===== src/sv/sprite_line_evaluator_defines.svh =====
// assertion macros for the sprite line evaluator
`ifndef SPRITE_LINE_EVALUATOR_DEFINES_SVH
`define SPRITE_LINE_EVALUATOR_DEFINES_SVH

// same-cycle implication, checked outside reset
`define SLE_ASSERT_NOW(lbl, ante, cons, msg) \
  lbl: assert property (@(posedge clk) disable iff (rst) (ante) |-> (cons)) else $error(msg);

// next-cycle implication, checked outside reset
`define SLE_ASSERT_NEXT(lbl, ante, cons, msg) \
  lbl: assert property (@(posedge clk) disable iff (rst) (ante) |=> (cons)) else $error(msg);

`endif


===== src/sv/sle_pkg.sv =====
// shared types and constants for the sprite line evaluator
package sle_pkg;

  // parameter defaults
  localparam int ENTRIES_DEF = 64;
  localparam int LIMIT_DEF   = 8;

  // fixed field widths
  localparam int CNT_W   = 7;
  localparam int IDX_W   = 6;
  localparam int ROW_W   = 5;
  localparam int BYTE_W  = 8;
  localparam int LINE_W  = 9;
  localparam int CFG_IW  = 3;

  // command codes
  localparam logic CMD_WRITE = 1'b0;
  localparam logic CMD_EVAL  = 1'b1;

  // configuration register indexes
  localparam logic [CFG_IW-1:0] REG_EXTENDED = 3'd0;
  localparam logic [CFG_IW-1:0] REG_TALL     = 3'd1;
  localparam logic [CFG_IW-1:0] REG_ZOOM     = 3'd2;
  localparam logic [CFG_IW-1:0] REG_LIMIT_EN = 3'd3;
  localparam logic [CFG_IW-1:0] REG_ACTIVE_H = 3'd4;

  // table end marker and active height reset value
  localparam logic [BYTE_W-1:0] END_MARKER    = 8'd208;
  localparam logic [BYTE_W-1:0] ACTIVE_H_RST  = 8'd192;

  typedef struct packed {
    logic              cmd;
    logic [BYTE_W-1:0] table_address;
    logic [BYTE_W-1:0] write_data;
    logic [LINE_W-1:0] line_number;
    logic [BYTE_W-1:0] line_counter;
  } sle_item_t;

  typedef struct packed {
    logic              has_sprite;
    logic [IDX_W-1:0]  slot;
    logic [ROW_W-1:0]  sprite_row;
    logic [BYTE_W-1:0] sprite_x;
    logic [BYTE_W-1:0] sprite_pattern;
    logic              overflow;
    logic              last;
  } sle_result_t;

  // one selected sprite, kept until the line's overflow is known
  typedef struct packed {
    logic [IDX_W-1:0] idx;
    logic [ROW_W-1:0] row;
  } sle_hit_t;

endpackage


===== src/sv/sprite_line_evaluator.sv =====
// sprite line evaluator: attribute table memory, line scan and result emission
//
// Usage: an item is taken at a clock edge with start high and busy low.
// A write item (cmd 0) stores one table byte in that cycle and gives no
// result; busy stays low, so items may follow back to back.
// An evaluate item (cmd 1) raises busy, scans the Y bytes of entries 0 up
// to SPRITE_ENTRIES-1 one per cycle through the table memory, collects the
// selected sprites in a hit memory, then replays them through the table
// memory to fetch X and pattern. Each result is a one-cycle beat marked by
// done; the line's last beat has last set, and busy drops after it.
// An evaluate item's length is set by the single read per cycle of the Y
// scan and of the hit replay. An empty line gives one beat.
// The receiver cannot stall: beats come one per cycle, back to back.
// Configuration writes (cfg_we, cfg_index, cfg_data) take effect at once
// and are meant for idle time.
// Reset: synchronous; afterwards the block clears the 256-byte table, one
// byte a cycle, holding busy high until the clear is done.
`include "sprite_line_evaluator_defines.svh"

module sprite_line_evaluator #(
  parameter int SPRITE_ENTRIES    = sle_pkg::ENTRIES_DEF,
  parameter int LINE_SPRITE_LIMIT = sle_pkg::LIMIT_DEF
) (
  input  logic                       clk,
  input  logic                       rst,
  input  logic                       start,
  input  sle_pkg::sle_item_t         item,
  output logic                       busy,
  output logic                       done,
  output sle_pkg::sle_result_t       result,
  input  logic                       cfg_we,
  input  logic [sle_pkg::CFG_IW-1:0] cfg_index,
  input  logic [sle_pkg::BYTE_W-1:0] cfg_data
);
  import sle_pkg::*;

  localparam int HIT_AW = (SPRITE_ENTRIES > 1) ? $clog2(SPRITE_ENTRIES) : 1;

  localparam logic [2:0] ST_IDLE  = 3'd0;
  localparam logic [2:0] ST_CLEAR = 3'd1;
  localparam logic [2:0] ST_SCAN  = 3'd2;
  localparam logic [2:0] ST_EMIT  = 3'd3;
  localparam logic [2:0] ST_DRAIN = 3'd4;

  // configuration registers
  logic              extended_mode;
  logic              tall_sprites;
  logic              zoomed_sprites;
  logic              sprite_limit_enable;
  logic [BYTE_W-1:0] active_height;

  // control
  logic [2:0]        state;
  logic [2:0]        state_next;
  logic [BYTE_W-1:0] clr;
  logic [CNT_W-1:0]  rd_idx;
  logic [CNT_W-1:0]  count;
  logic [CNT_W-1:0]  ei;
  logic              ovf;
  logic              p_valid;
  logic              a_valid;
  logic              b_valid;
  logic              c_valid;

  // payload
  logic [IDX_W-1:0]  p_idx;
  logic [BYTE_W-1:0] lc;
  logic [LINE_W-1:0] ln;
  logic [CNT_W-1:0]  a_slot;
  logic [CNT_W-1:0]  b_slot;
  logic [ROW_W-1:0]  b_row;
  logic              b_last;
  logic              c_has;
  logic [IDX_W-1:0]  c_slot;
  logic [ROW_W-1:0]  c_row;
  logic              c_last;
  logic [BYTE_W-1:0] c_x;
  logic [BYTE_W-1:0] c_pat;

  // memories
  logic [BYTE_W-1:0] tab_mem [0:255];
  logic [BYTE_W-1:0] tab_rd_a;
  logic [BYTE_W-1:0] tab_rd_b;
  sle_hit_t          hit_mem [0:SPRITE_ENTRIES-1];
  sle_hit_t          hit_rd;

  logic              accept;
  logic              tab_we;
  logic [BYTE_W-1:0] tab_waddr;
  logic [BYTE_W-1:0] tab_wdata;
  logic [BYTE_W-1:0] tab_addr_a;
  logic [BYTE_W-1:0] tab_addr_b;
  logic [5:0]        height;
  logic [BYTE_W-1:0] row;
  logic              end_mark;
  logic              hit;
  logic              at_limit;
  logic              store;
  logic              stop;
  logic              issue;

  assign busy   = (state != ST_IDLE);
  assign accept = start && !busy;

  // sprite height from size bits
  always_comb begin
    case ({tall_sprites, zoomed_sprites})
      2'b00:   height = 6'd8;
      2'b01:   height = 6'd16;
      2'b10:   height = 6'd16;
      default: height = 6'd32;
    endcase
  end

  // scan test on the Y byte read last cycle
  assign row      = lc - tab_rd_a;
  assign end_mark = !extended_mode && (tab_rd_a == END_MARKER);
  assign hit      = p_valid && !end_mark && (row < {2'b00, height});
  assign at_limit = hit && (32'(count) == LINE_SPRITE_LIMIT);
  assign store    = hit && !(at_limit && sprite_limit_enable);
  assign stop     = p_valid && (end_mark || (at_limit && sprite_limit_enable) ||
                    (32'(p_idx) == SPRITE_ENTRIES - 1));
  assign issue    = (state == ST_SCAN) && !stop && (rd_idx < CNT_W'(SPRITE_ENTRIES));

  // table write port: clearing pass or a write beat
  assign tab_we    = (state == ST_CLEAR) || (accept && item.cmd == CMD_WRITE);
  assign tab_waddr = (state == ST_CLEAR) ? clr : item.table_address;
  assign tab_wdata = (state == ST_CLEAR) ? '0 : item.write_data;

  // table read ports: Y during scan, X and pattern during replay
  assign tab_addr_a = (state == ST_SCAN) ? {2'b00, rd_idx[IDX_W-1:0]}
                                         : {1'b1, hit_rd.idx, 1'b0};
  assign tab_addr_b = {1'b1, hit_rd.idx, 1'b1};

  always_ff @(posedge clk) begin
    if (tab_we) begin
      tab_mem[tab_waddr] <= tab_wdata;
    end
    tab_rd_a <= tab_mem[tab_addr_a];
    tab_rd_b <= tab_mem[tab_addr_b];
  end

  // hit memory: written in scan order, replayed after the scan
  always_ff @(posedge clk) begin
    if (store) begin
      hit_mem[count[HIT_AW-1:0]] <= '{idx: p_idx, row: row[ROW_W-1:0]};
    end
    hit_rd <= hit_mem[ei[HIT_AW-1:0]];
  end

  // state sequencing
  always_comb begin
    state_next = state;
    case (state)
      ST_CLEAR: if (clr == '1) state_next = ST_IDLE;
      ST_IDLE:  if (accept && item.cmd == CMD_EVAL) state_next = ST_SCAN;
      ST_SCAN:  if (stop) state_next = ST_EMIT;
      ST_EMIT:  if (count == '0 || ei == count - CNT_W'(1)) state_next = ST_DRAIN;
      ST_DRAIN: if (c_valid && c_last) state_next = ST_IDLE;
      default:  state_next = ST_IDLE;
    endcase
  end

  // control registers
  always_ff @(posedge clk) begin
    if (rst) begin
      state               <= ST_CLEAR;
      clr                 <= '0;
      rd_idx              <= '0;
      count               <= '0;
      ei                  <= '0;
      ovf                 <= 1'b0;
      p_valid             <= 1'b0;
      a_valid             <= 1'b0;
      b_valid             <= 1'b0;
      c_valid             <= 1'b0;
      extended_mode       <= 1'b0;
      tall_sprites        <= 1'b0;
      zoomed_sprites      <= 1'b0;
      sprite_limit_enable <= 1'b1;
      active_height       <= ACTIVE_H_RST;
    end else begin
      state <= state_next;
      if (state == ST_CLEAR) begin
        clr <= clr + BYTE_W'(1);
      end
      // start of a line
      if (accept && item.cmd == CMD_EVAL) begin
        rd_idx <= '0;
        count  <= '0;
        ovf    <= 1'b0;
      end
      // scan: one Y read issued, one tested per cycle
      p_valid <= issue;
      if (issue) begin
        rd_idx <= rd_idx + CNT_W'(1);
      end
      if (store) begin
        count <= count + CNT_W'(1);
      end
      if (at_limit && ({1'b0, active_height} > ln)) begin
        ovf <= 1'b1;
      end
      if (stop) begin
        ei <= '0;
      end
      // replay: hit read, then X and pattern read
      a_valid <= (state == ST_EMIT) && (count != '0);
      if ((state == ST_EMIT) && (count != '0)) begin
        ei <= ei + CNT_W'(1);
      end
      b_valid <= a_valid;
      c_valid <= b_valid || ((state == ST_EMIT) && (count == '0));
      // configuration writes
      if (cfg_we) begin
        case (cfg_index)
          REG_EXTENDED: extended_mode       <= cfg_data[0];
          REG_TALL:     tall_sprites        <= cfg_data[0];
          REG_ZOOM:     zoomed_sprites      <= cfg_data[0];
          REG_LIMIT_EN: sprite_limit_enable <= cfg_data[0];
          REG_ACTIVE_H: active_height       <= cfg_data;
          default:      ;
        endcase
      end
    end
  end

  // payload registers
  always_ff @(posedge clk) begin
    if (accept) begin
      lc <= item.line_counter;
      ln <= item.line_number;
    end
    if (issue) begin
      p_idx <= rd_idx[IDX_W-1:0];
    end
    a_slot <= ei;
    b_slot <= a_slot;
    b_row  <= hit_rd.row;
    b_last <= (a_slot == count - CNT_W'(1));
    c_has  <= b_valid;
    c_slot <= b_valid ? b_slot[IDX_W-1:0] : '0;
    c_row  <= b_valid ? b_row : '0;
    c_last <= b_valid ? b_last : 1'b1;
    // table bytes arrive in the same cycle as the rest of stage b
    c_x    <= b_valid ? tab_rd_a : '0;
    c_pat  <= b_valid ? tab_rd_b : '0;
  end

  // result beat
  assign done                  = c_valid;
  assign result.has_sprite     = c_has;
  assign result.slot           = c_slot;
  assign result.sprite_row     = c_row;
  assign result.sprite_x       = c_x;
  assign result.sprite_pattern = c_pat;
  assign result.overflow       = c_has && ovf;
  assign result.last           = c_last;

  // checks
  `SLE_ASSERT_NOW(a_done_busy, done, busy, "result beat while idle")
  `SLE_ASSERT_NEXT(a_last_ends, done && result.last, !done, "beat after last beat")
  `SLE_ASSERT_NOW(a_empty_last, done && !result.has_sprite, result.last, "empty beat not last")
  `SLE_ASSERT_NEXT(a_write_idle, accept && item.cmd == CMD_WRITE, !busy && !done,
    "write beat left block busy")
  `SLE_ASSERT_NEXT(a_eval_busy, accept && item.cmd == CMD_EVAL, busy && !done,
    "evaluate beat did not start a scan")

endmodule


===== config.mk =====
export PLATFORM = sky130hd
export DESIGN_NAME = sprite_line_evaluator
export DESIGN_NICKNAME = d
export VERILOG_FILES = /design/src/sv/sle_pkg.sv /design/src/sv/sprite_line_evaluator.sv
export VERILOG_INCLUDE_DIRS = /design/src /design/src/sv
export SDC_FILE = /design/constraint.sdc
export NUM_CORES = 2
export LEC_CHECK = 0
export ABC_AREA = 0
export BUFFER_PORTS_ARGS = -buffer_cell sky130_fd_sc_hd__buf_2
export CAP_MARGIN = 20
export CORE_MARGIN = 2
export CORE_UTILIZATION = 40
export DETAILED_ROUTE_END_ITERATION = 12
export PLACE_DENSITY_LB_ADDON = 0.15
export SLEW_MARGIN = 20
export SYNTH_ARGS = -nofsm -noshare
export SYNTH_HDL_FRONTEND = slang
export SYNTH_SLANG_ARGS = --single-unit

===== constraint.sdc =====
create_clock -name clk -period 16.5 [get_ports clk]
set_clock_uncertainty 0.15 [all_clocks]
set_input_delay 1.65 -clock clk [delete_from_list [all_inputs] [get_ports clk]]
set_output_delay 1.65 -clock clk [all_outputs]
set_load 0.02 [all_outputs]

### Word level (Yosys, flattened, before mapping)

Memories as Yosys holds them, arrays and structs flattened. A register that Yosys moved wholly into a read port is not among the register bits.
Index checks and enable logic that the tools add are counted.

* register bits: 120
* bits in writable memories: 2752
* bits of input ports: 49
* memories: 2

Memories
* tab_mem: depth 256, width 8, read ports 2, clocked after memory_dff 2, wr ports 1, line sprite_line_evaluator.sv:81 `logic [BYTE_W-1:0] tab_mem [0:255];`
* hit_mem: depth 64, width 11, read ports 1, clocked after memory_dff 1, wr ports 1, line sprite_line_evaluator.sv:84 `sle_hit_t hit_mem [0:SPRITE_ENTRIES-1];`

* add/subtract/negate cells: 6
* $lt $le $gt $ge: 3
* equal/unequal tests: 21
* muxes and demuxes: 21
* bitwise logic cells: 1
* reduce and logical (&&, ||, !) cells: 44

Operator list (count)
* 7-bit 2-to-1 mux: 5
* 8-bit 2-to-1 mux: 3
* 7-bit by 1-bit adder with 7-bit output, second input constant: 3
* 1-bit logical AND: 17
* 8-bit == test, second input constant: 2
* 3-bit 2-to-1 mux: 5
* 3-bit case mux with 5 select lines: 1
* 7-bit == test: 2
* 3-bit by 2-bit == test with 1-bit output, second input constant: 4
* 6-bit case mux with 2 select lines: 1
* 2-bit AND reduction: 5
* 8-bit by 9-bit greater-than comparator with 1-bit output: 1
* 8-bit by 1-bit adder with 8-bit output, second input constant: 1
* 8-bit by 6-bit less-than comparator with 1-bit output: 1
* 2-bit != test, second input constant: 4
* 2-bit nonzero test: 4
* 8-bit subtractor: 1
* 7-bit by 4-bit == test with 1-bit output, second input constant: 1
* 7-bit zero test: 1
* 7-bit less-than comparator, second input constant: 1
* 7-bit nonzero test: 1
* 7-bit by 1-bit subtractor with 7-bit output, second input constant: 1
* 3-bit by 1-bit == test with 1-bit output, second input constant: 2
* 3-bit == test, second input constant: 2
* other kinds (13): 27

### Longest topological paths before layout

* depth in word-level cells: 14
* depth in mapped cells: 16
* gate-level depth less buffers: 16

### Worst setup path before layout

No wires, ideal clock.

* kind: input to register
* start: in item[17] in the netlist's numbering
* end: mem tab_mem[0][0] (data pin)
* library setup time: 1.136 ns
* data arrival time: 6.279 ns
* path slack: 8.935 ns
* cell stages on the path: 1
* buffers on the path: 0
* path through: nor2b_1

* cells in the longest elaborated chain, start to end: 1

Ends and longest elaborated chain
* from (decl): line sprite_line_evaluator.sv:27 `input sle_pkg::sle_item_t item,`
* 8-bit 2-to-1 mux: line sprite_line_evaluator.sv:128 `assign tab_wdata = (state == ST_CLEAR) ? '0 : item.write_data;`
* to (decl): line sprite_line_evaluator.sv:81

No other way between the ends.

### Worst setup path in the final report

* start: reg rd_idx[1]
* end: reg tab_rd_a[1], read port of tab_mem

* cells in the longest elaborated chain, start to end: 1

Ends and longest elaborated chain
* from (decl): line sprite_line_evaluator.sv:56 `logic [CNT_W-1:0] rd_idx;`
* from (signal assigned): line sprite_line_evaluator.sv:196 `rd_idx <= rd_idx + CNT_W'(1);`
* 8-bit 2-to-1 mux: line sprite_line_evaluator.sv:131 `assign tab_addr_a = (state == ST_SCAN) ? {2'b00, rd_idx[IDX_W-1:0]}`
* to (decl): line sprite_line_evaluator.sv:82 `logic [BYTE_W-1:0] tab_rd_a;`

No other way between the ends.
A chain may end at the register's enable or synchronous reset.

==> results by stage <==
Die:
- During I/O placement, the number of pins put on the boundary was 81.
- The die boundary height is 493 um.
- The die is 493 um wide.
- For this configuration, the core starts out at a cell density of 0.402.
- The total core area is 0.238 mm^2.
- The overall die area is 0.243 mm^2.
- The placement row count is 179.

Power and ir drop:
- The share of total power dissipated in sequential elements is 0.507.
- In this run the power density over the cells is 133 mW/mm^2.
- The cell-internal power is 10.8 mW.
- The switching share of power is 0.250.
- Of the total power, combinational logic draws 0.096.
- The completed layout was analyzed and its total power is 14.4 mW.
- The leakage power total is 34.9 nW.
- For this design the total switching power over the nets is 3.60 mW.
- VDD sags by at most 135 uV.
- Of the total power, the clock network draws 0.397.

Timing:
- Setup repair after global routing left no endpoint under its margin.
- Hold timing on the final database bottoms out at a slack of 180 ps.
- After layout, the minimum clock period comes to 6110 ps.
- The total setup violations reported at the end of the flow is 0.
- The final cycle utilization of the critical path is 0.370.
- The max-slew violation total from the final report is 0.
- Derived from the worst setup path, the maximum achievable clock frequency is 0.164 GHz.
- After routing, the total negative slack on setup checks comes to 0 ps.
- At the pin with the least slew margin, the transition time is 1180 ps.
- In this run the tightest slew margin relative to its limit is 0.212.
- The number of hold violations in the final report is 0.
- The final critical-path setup slack is 10,390 ps.

Setup path:
- The critical path class is flop to flop.
- The startpoint identified for the worst register-to-register timing path is rd_idx[1]$_SDFFE_PP0P_.
- The peak fanout along the critical path is 164.
- STA classifies the critical path endpoint as a flop.
- The slack of the worst reg-to-reg path is 10,390 ps.
- The signal on the critical path passes through nor4bb_1, a21o_4, buf_4, buf_12, mux4_2, o22ai_1, nor4_1, buf_4, nor2_1, o21ai_1.
- The startpoint type of the worst setup path is a flop.
- The stage delay of the slowest cell on the critical path is 740 ps.
- The slowest stage of the critical path belongs to the cell buf_12.
- The number of cells on the worst reg-to-reg path is 10.
- The endpoint of the worst register-to-register path is tab_rd_a[1]$_DFF_P_.
- Data on the critical path is required at its endpoint by 17,060 ps.
- For the worst setup path, the data arrival time is 6670 ps.
- Among the stages of the critical path, the cell type that occurs most often is buf_4.

Clock network:
- TritonCTS built the clock tree.
- Post-CTS timing repair inserted 0 buffers for setup.
- The CTS clock-pin slew for the worst setup and hold paths is 60 ps.
- The clock network latency to the later pin of the worst-skew pair is 920 ps.
- After clock tree synthesis, the flow added hold-fix buffers numbering 0.
- The number of buffers inserted during clock tree synthesis is 274.
- The root cell of the clock tree is clkbuf_16.
- The number of H-tree branching levels is 5.
- The clock passes through at most 4 buffers.
- In this run, post-CTS repair resized a total of 0 instances.
- Counting every sink on the clock net gives 2,387.

Synth:
- The post-synthesis instance total is 5,807.
- The top cell type's share of synthesized area is 0.710.
- The number of nets handed over by synthesis was 5,882.
- For this run, the number of Yosys warnings is 0.
- The average instance area after synthesis is 16.5 um^2.
- The synthesized design spends more area on one cell type than any other, namely edfxtp_1.
- The count of flip-flops with a built-in enable after synthesis is 2,263.
- The most common flop cell mapped by yosys is edfxtp_1.
- For this run, the register share of the synthesized area comes to 0.736.
- By area the synthesized netlist is led by edfxtp_1 (71%), mux4_2 (9.5%), nand2_1 (3.9%), dfxtp_1 (2.6%), mux2i_1 (2.5%).
- The cell area after synthesis is 0.0958 mm^2.
- edfxtp_1 is the most common cell in the netlist.
- The synthesized design contains 2,387 register bits.
- After synthesis, the share of flip-flops with an asynchronous set or reset is 0.
- The commonest cells after synthesis are edfxtp_1 (2,263), nand2_1 (984), mux4_2 (405).
- The netlist uses 76 different library cells.

Worst hold path:
- The start point of the worst min-delay path is hit_rd[1]$_DFF_P_.
- The end of the worst hold path is b_row[1]$_DFF_P_.
- The type of the worst min-delay path is flop to flop.
- The cell depth of the worst hold path is 0.

Layout:
- The cell area after layout is 0.108 mm^2.
- In the final layout, the share of cells above drive strength 1 is 0.176.
- The relative area change from synthesis to final layout is 13.1%.
- The count of nets after finishing is 6,009.
- The post-layout instance count excluding filler cells is 9,294.
- The final core area utilization is 0.455.

Place:
- The placer congestion estimate is 0.866.
- The placed wire-length estimate is 181 mm.
- The placed cell area is 0.0999 mm^2.
- At the placement stage, the worst setup path has a slack of 10,590 ps.
- In this run the tool buffered the top-level ports with 80 buffer cells.
- The total placed cells including tap cells is 8,818.

Drt:
- The number of vias per cell is 5.88.
- The total number of vias is 54,700.
- The final wirelength is 293 mm.
- The number of design rule violations left after detail routing is 0.
- The count of nets left with antenna violations after detail routing is 0.
- Dividing the detail-routed wire length by the instance count gives 31.6 um.
- The first routing iteration left 7,149 violations.
- The number of detailed-routing iterations run before antenna repair is 10.

GRT:
- The total overflow left after global routing is 0.
- The via count of the first global-routing pass is 53,200.
- The first-pass GRT wire length is 413 mm.
- For this run, the total global-route usage over all layers was measured as 0.238.
- Entering global routing, the biggest net connects 193 pins.
- The initial antenna violation count is 15.

Outcome:
- The flow ran to the end, and the final reports show no timing, DRC or antenna violations.

Flow run:
- The total of max-cap violations is 0.
## power by group through the flow
stage / Combinational (mW) / Clock [mW] / Sequential, mW
final: 1.39 / 5.71 / 7.30
after global routing: 1.47 / 6.02 / 7.30
after CTS: 1.39 / 5.79 / 7.30
after detailed placement: 1.39 / 0 / 7.42
after global placement: 1.36 / 0 / 7.42
after floorplan: 0.625 / 0 / 7.52
## final cells by class
class                   instances  area, um^2
fillers                     20600      130000
flip-flops and latches       2387       70500
multi-input cells            3020       23900
clock buffers                 364        7440
well taps                    3167        3960
repair buffers                216        1570
clock inverters               103         837
inverters                      35         131
diodes                          2        5.00
## cells by family (layout without fill, tap and decap cells)
| family | Yosys count | after routing | synth area share |
|---|---|---|---|
| AO/OA/AOI/OAI | 410 | 410 | 0.0310 |
| XOR/XNOR | 29 | 29 | 0.00265 |
| adder cells (fa/ha/maj) | 26 | 26 | 0.00348 |
| buffers and inverters | 400 | 718 | 0.0190 |
| flip-flops | 2387 | 2387 | 0.736 |
| multiplexers | 656 | 656 | 0.122 |
| other | 0 | 2 | 0 |
| AND/OR/NAND/NOR | 1899 | 1899 | 0.0863 |
## per-layer routing
layer | track usage | wire length, um | vias up
li1 | - | - | 22900
met1 | 0.353 | 129000 | 28600
met2 | 0.349 | 130000 | 2666
met3 | 0.0561 | 26600 | 447
met4 | 0.0676 | 8340 | 14
met5 | 0 | 98 | -
## worst max-delay path by stage
| stage | start | to | slack, ps |
|---|---|---|---|
| after global placement | rd_idx[1]$_SDFFE_PP0P_ | tab_rd_a[1]$_DFF_P_ | 10540 |
| after global routing | state[1]$_SDFFE_PP0P_ | tab_rd_a[1]$_DFF_P_ | 10270 |
| after detailed placement | rd_idx[1]$_SDFFE_PP0P_ | tab_rd_a[1]$_DFF_P_ | 10590 |
| after floorplan | item[17] | tab_mem[0][0]$_DFFE_PP_ | 8940 |
| final | rd_idx[1]$_SDFFE_PP0P_ | tab_rd_a[1]$_DFF_P_ | 10390 |
| after CTS | rd_idx[1]$_SDFFE_PP0P_ | tab_rd_a[1]$_DFF_P_ | 10560 |
## worst max-delay path, delay by kind of cell (launching register included)
family / cells / cell delay [ps]
AOI/OAI and AO/OA: 3 / 1300
buffers and inverters: 3 / 1620
DFF: 1 / 570
muxes: 1 / 690
and+or+nand+nor: 3 / 1320
## sequential cells by signal, summed over array words and instances (netlist names), 3 cells and up
signal,cells
a_slot,7
active_height,8
b_row,5
b_slot,6
c_pat,8
c_row,5
c_slot,6
c_x,8
clr,8
count,7
ei,7
hit_mem,704
hit_rd,11
lc,8
ln,9
p_idx,6
rd_idx,7
state,3
tab_mem,1536
tab_rd_a,8
tab_rd_b,8
## cell usage in the layout (no fill, tap or decap), types with 55 or more instances in the layout
cell type     n
mux4_2      405
a31oi_1      55
nand3_1     282
nand4_1      85
dfxtp_1     115
buf_2        80
clkbuf_16   277
buf_4       124
a32oi_1     146
nor2_1      303
mux2i_1     235
nand2_1     979
clkbuf_1     69
edfxtp_1   2263
a21oi_1      85
No activity file was read; power rests on OpenSTA's default activity.
